### config.mk
export PLATFORM = sky130hd
export DESIGN_NAME = wsmt_cell
export DESIGN_NICKNAME = d
export VERILOG_FILES = /design/src/rtl/wsmt_pkg.sv /design/src/rtl/wsmt_cell.sv
export SDC_FILE = /design/constraint.sdc
export NUM_CORES = 1
export LEC_CHECK = 0
export BUFFER_PORTS_ARGS = -buffer_cell sky130_fd_sc_hd__buf_4
export CORE_ASPECT_RATIO = 1.75
export CORE_MARGIN = 2
export CORE_UTILIZATION = 39
export DETAILED_ROUTE_END_ITERATION = 8
export PLACE_DENSITY = 0.81
export SLEW_MARGIN = 20
export SYNTH_ARGS = -nofsm -noshare
export SYNTH_HDL_FRONTEND = slang
export SYNTH_SLANG_ARGS = --single-unit
### constraint.sdc
create_clock -name clk -period 1.5 [get_ports clk]
set_input_delay 0.15 -clock clk [delete_from_list [all_inputs] [get_ports clk]]
set_output_delay 0.15 -clock clk [all_outputs]
set_load 0.02 [all_outputs]
### src/rtl/wsmt_pkg.sv
// wsmt_pkg: shared constants and types for the word set membership table.
// No dependencies.
package wsmt_pkg;

	localparam int DEPTH = 64;
	localparam int WORD_W = 32;
	localparam int CNT_W = $clog2(DEPTH + 1);
	localparam int LIM_W = 7;
	localparam int OUT_CNT_W = 7;
	localparam int CMP_W = (CNT_W > LIM_W) ? CNT_W : LIM_W;
	localparam logic [LIM_W-1:0] LIMIT_RESET = LIM_W'(64);

	localparam logic [1:0] OP_ADD = 2'd0;
	localparam logic [1:0] OP_REMOVE = 2'd1;
	localparam logic [1:0] OP_TEST = 2'd2;

	localparam logic [1:0] STATUS_OK = 2'd0;
	localparam logic [1:0] STATUS_PRESENT = 2'd1;
	localparam logic [1:0] STATUS_FULL = 2'd2;
	localparam logic [1:0] STATUS_ABSENT = 2'd3;

	typedef enum logic {
		ST_IDLE,
		ST_EXEC
	} state_t;

	typedef struct packed {
		logic shift_up;
		logic shift_down;
	} cell_ctrl_t;

endpackage

### src/rtl/wsmt_cell.sv
// wsmt_cell: one slot of the table; holds a word, compares it, shifts with neighbors.
// Depends on wsmt_pkg.
module wsmt_cell (
	input  logic                          clk,
	input  logic                          arst_n,
	input  wsmt_pkg::cell_ctrl_t          ctrl,
	input  logic [wsmt_pkg::WORD_W-1:0]   word_left,
	input  logic [wsmt_pkg::WORD_W-1:0]   word_right,
	input  logic [wsmt_pkg::WORD_W-1:0]   word_head,
	input  logic                          hit_right,
	input  logic [wsmt_pkg::WORD_W-1:0]   cmp_word,
	input  logic                          cmp_en,
	input  logic                          valid,
	output logic [wsmt_pkg::WORD_W-1:0]   word_q,
	output logic                          hit_s1
);

	always_ff @(posedge clk) begin
		if (ctrl.shift_up) begin
			word_q <= word_left;
		end else if (ctrl.shift_down) begin
			word_q <= hit_right ? word_head : word_right;
		end
	end

	always_ff @(posedge clk or negedge arst_n) begin
		if (!arst_n) begin
			hit_s1 <= 1'b0;
		end else if (cmp_en) begin
			hit_s1 <= valid && (word_q == cmp_word);
		end
	end

endmodule

Yosys cells after proc, flatten, opt, wreduce, memory -nomap -nowiden --
Index checks and enable logic that the tools add are counted.
Word-level totals: flip-flop bits (word level) 33, logic and storage cells 8
Cells by class: equal/unequal tests 1, reductions and logical operators 2, multiplexer cells 3
Operators with widths (count):
- $mux W32 | 3
- $eq A32 B32 Y1 | 1
- $reduce_bool A2 Y1 | 1
- $logic_and A1 B1 Y1 | 1

Depth between registers and ports, before layout --
depth in word-level cells 3, depth in mapped cells 4

Worst setup path before layout --
Ideal clock, no wire load.
path type reg-to-reg, start point register word_q[29] in the netlist's numbering, end point register hit_s1, arrival time 1.434 ns, buffers on the path 0, cell stages (with the launch flop) 5, slack -0.026 ns, setup time 0.092 ns, cells stage by stage edfxtp_1 -> xnor2_1 -> nand4_1 -> or4_1 -> o31ai_2
On the way: cells in the longest elaborated chain, start to end 2
Ends and longest elaborated chain:
- start, declared | line wsmt_cell.sv:14 | output logic [wsmt_pkg::WORD_W-1:0] word_q,
- start signal, assigned | line wsmt_cell.sv:20 | word_q <= word_left;
- start signal, assigned | line wsmt_cell.sv:22 | word_q <= hit_right ? word_head : word_right;
- $eq A32 B32 Y1 | line wsmt_cell.sv:30 | hit_s1 <= valid && (word_q == cmp_word);
- $logic_and A1 B1 Y1 | line wsmt_cell.sv:30
- end signal, assigned | line wsmt_cell.sv:30
- end, declared | line wsmt_cell.sv:15 | output logic hit_s1
Every way passes these cells. A chain may end at the register's enable or synchronous reset.

Worst setup path in the final report --
start point register word_q[1] in the netlist's numbering, end point register hit_s1
Same word-level chain as after synthesis.

==> impl_metrics.env <==
export IMPL_cp_depth=4
export IMPL_grt_max_degree=65
export IMPL_synth_common_cells="edfxtp_1 (32), mux2i_1 (32), nand2_1 (32), o21ai_0 (32)"
export IMPL_tightest_slew_ps=727
export IMPL_synth_top_cell_by_area="edfxtp_1"
export IMPL_dp_cells=399
export IMPL_drt_first_pass_iters=4
export IMPL_dp_hpwl_mm=5.36
export IMPL_wl_per_cell_um=15.7
export IMPL_worstSetupEndpointType="flop"
export IMPL_violations="setup timing"
export IMPL_cpMaxStageDelayCell="or4_4"
export IMPL_synth_seq_area_share_pct=49.2
export IMPL_syn_area_sq_um=2000
export IMPL_worstPathMaxFanout=2
export IMPL_routabilityCongestion=0.867
export IMPL_cp_arrival_ps=1710
export IMPL_r2r_start="word_q[1]$_DFFE_PP_"
export IMPL_cts_tree="done"
export IMPL_clk_pin_slew_worst_paths_ps=70
export IMPL_cts_setup_buffers=0
export IMPL_power_mw=2.75
export IMPL_core_area_sq_um=4980
export IMPL_post_route_worst_setup_slack_ps=-18.5
export IMPL_rsz0062_at_grt="true"
export IMPL_vias=2052
export IMPL_r2r_cells=4
export IMPL_r2r_end="hit_s1$_DFFE_PN0P_"
export IMPL_crit_buf_inv=0
export IMPL_status="finished, violations left"
export IMPL_nets=488
export IMPL_slowest_delay_ps=540
export IMPL_antenna_found_initial=0
export IMPL_max_freq_mhz=659
export IMPL_io_buffer_count=167
export IMPL_crit_type="reg -> reg"
export IMPL_crit_family="simple AND/OR/NAND/NOR gates"
export IMPL_cts_buffer_depth=2
export IMPL_syn_inst=186
export IMPL_area_delta_synth_final_pct=70.9
export IMPL_period_share_pct=101
export IMPL_grt_overflow=0
export IMPL_fp_dieH_um=98.8
export IMPL_finalSetupTns_ps=-18.5
export IMPL_synth_edf_count=32
export IMPL_relSlewSlack_pct=51.5
export IMPL_track_usage_pct=23.0
export IMPL_min_path_cells=3
export IMPL_start_kind="flop"
export IMPL_p_leak_nw=1.64
export IMPL_worstHoldStart="word_left[12]"
export IMPL_syn_avg_cell_area_sq_um=10.8
export IMPL_clk_latency_ps=280
export IMPL_hp_class="in -> reg"
export IMPL_fin_cells=408
export IMPL_route_detailed_drc=0
export IMPL_grt_pass1_wl_mm=9.61
export IMPL_wl_mm=6.39
export IMPL_layout_drive_gt1_share_pct=51.4
export IMPL_postRouteAntennaNets=0
export IMPL_period_needed_ps=1520
export IMPL_rrSetupSlack_ps=-20
export IMPL_peakVddDrop_mv=0.702
export IMPL_start_util_pct=40.3
export IMPL_required_ps=1690
export IMPL_crit_start="word_q[1]$_DFFE_PP_"
export IMPL_vias_per_cell=5.03
export IMPL_die_w_um=58.2
export IMPL_ys_ff_latch=33
export IMPL_crit_path_cell_trace="xnor2_1 > nand4_1 > or4_4 > o31ai_2"
export IMPL_pwr_density_cell_nw_per_um2=802
export IMPL_antennaDiodeCount=0
export IMPL_cts_num_sinks=33
export IMPL_cap_violations=0
export IMPL_drt_iter0_drc=30
export IMPL_syn_nets=321
export IMPL_die_area_sq_um=5750
export IMPL_finalHoldViolCount=0
export IMPL_setup_violations=1
export IMPL_clockRootBuffer="clkbuf_8"
export IMPL_async_flop_share_pct=3.03
export IMPL_yosys_warnings=0
export IMPL_min_to="word_q[12]$_DFFE_PP_"
export IMPL_synth_area_leaders="edfxtp_1 (48%), mux2i_1 (16%), o21ai_0 (8.0%)"
export IMPL_synthFlopType="edfxtp_1"
export IMPL_synth_top_area_share_pct=47.9
export IMPL_synth_distinct_cells=16
export IMPL_finClkSkew_ps=3.95
export IMPL_row_count=34
export IMPL_grt_pass1_vias=2075
export IMPL_cts_made_buffers=5
export IMPL_htree_num_levels=2
export IMPL_slew_violations=0
export IMPL_io_pins=168
-- cell usage in the layout (no fill, tap or decap), drive strengths merged, types with 4 or more instances in the layout --
cell and count:
mux2i 32, o21ai 32, edfxtp 32, xnor2 16, nor4 4, xor2 16, nand2 32, buf 170
clkbuf 6, nand4 4
-- metal layers --
metal | up-vias | GRT usage, % | share of wire [%]
met5 | - | 0 | 0
met2 | 112 | 42.4 | 58
met1 | 914 | 20.6 | 30
met3 | 23 | 6.30 | 6.9
li1 | 1003 | - | -
met4 | 0 | 15.6 | 5.8
-- worst reg2reg max path: cells and delay by family, from the launching register on --
| family | cells | cell delay (ps) |
|---|---|---|
| XOR/XNOR | 1 | 180 |
| AND/OR/NAND/NOR | 2 | 650 |
| AO/OA/AOI/OAI | 1 | 190 |
| flip-flops | 1 | 410 |
-- worst max-delay path by stage --
stage | to | slack (ps)
2_1_floorplan | hit_s1$_DFFE_PN0P_ | -30
3_3_place_gp | hit_s1$_DFFE_PN0P_ | -2
3_5_place_dp | hit_s1$_DFFE_PN0P_ | -70
4_1_cts | hit_s1$_DFFE_PN0P_ | -10
5_1_grt | hit_s1$_DFFE_PN0P_ | -80
6_report | hit_s1$_DFFE_PN0P_ | -20
-- power breakdown --
part,internal (mW),switching (mW)
registers,1.14,0.0725
clock network,0.321,0.307
logic,0.498,0.409
total,1.96,0.788
-- cell type report --
class,instances,area [sq um]
Sequential cell,33,986
Clock inverter,2,10.0
Fill cell,426,1550
Clock buffer,6,72.6
Tap cell,54,67.6
Multi-Input combinational cell,142,991
Timing Repair Buffer,171,1300
-- timing repair --
item,in CTS,in global routing
endpoints found under the hold margin,1,0
hold buffers,1,0
gates resized for setup,2,1
setup endpoints to repair,1,1
pin swaps,0,0
-- logic make-up after synthesis --
logic type | count (synthesis) | synth area share (%)
compound gates | 33 | 8.61
simple gates | 45 | 9.99
xor+xnor | 32 | 14.0
buf+inv | 11 | 2.25
flops | 33 | 49.2
mux | 32 | 16.0
-- per-stage QoR --
stage | util, % | setup WS (ps) | hold WS (ps) | cell area [sq um]
floorplan | - | -26.1 | -146 | 2000
detailed placement | 66.6 | -67.2 | -70.2 | 3320
CTS | 68.8 | -10.0 | 133 | 3420
global route | 68.8 | -79.2 | 156 | 3430
global placement | 66.6 | -2.35 | -68.1 | 3320
finish | 68.8 | -18.5 | 144 | 3430
-- flip-flops by register name, indices dropped and copies added (netlist names) --
register and count:
word_q 32, hit_s1 1
Note: power is estimated with default switching activity, not from simulation.
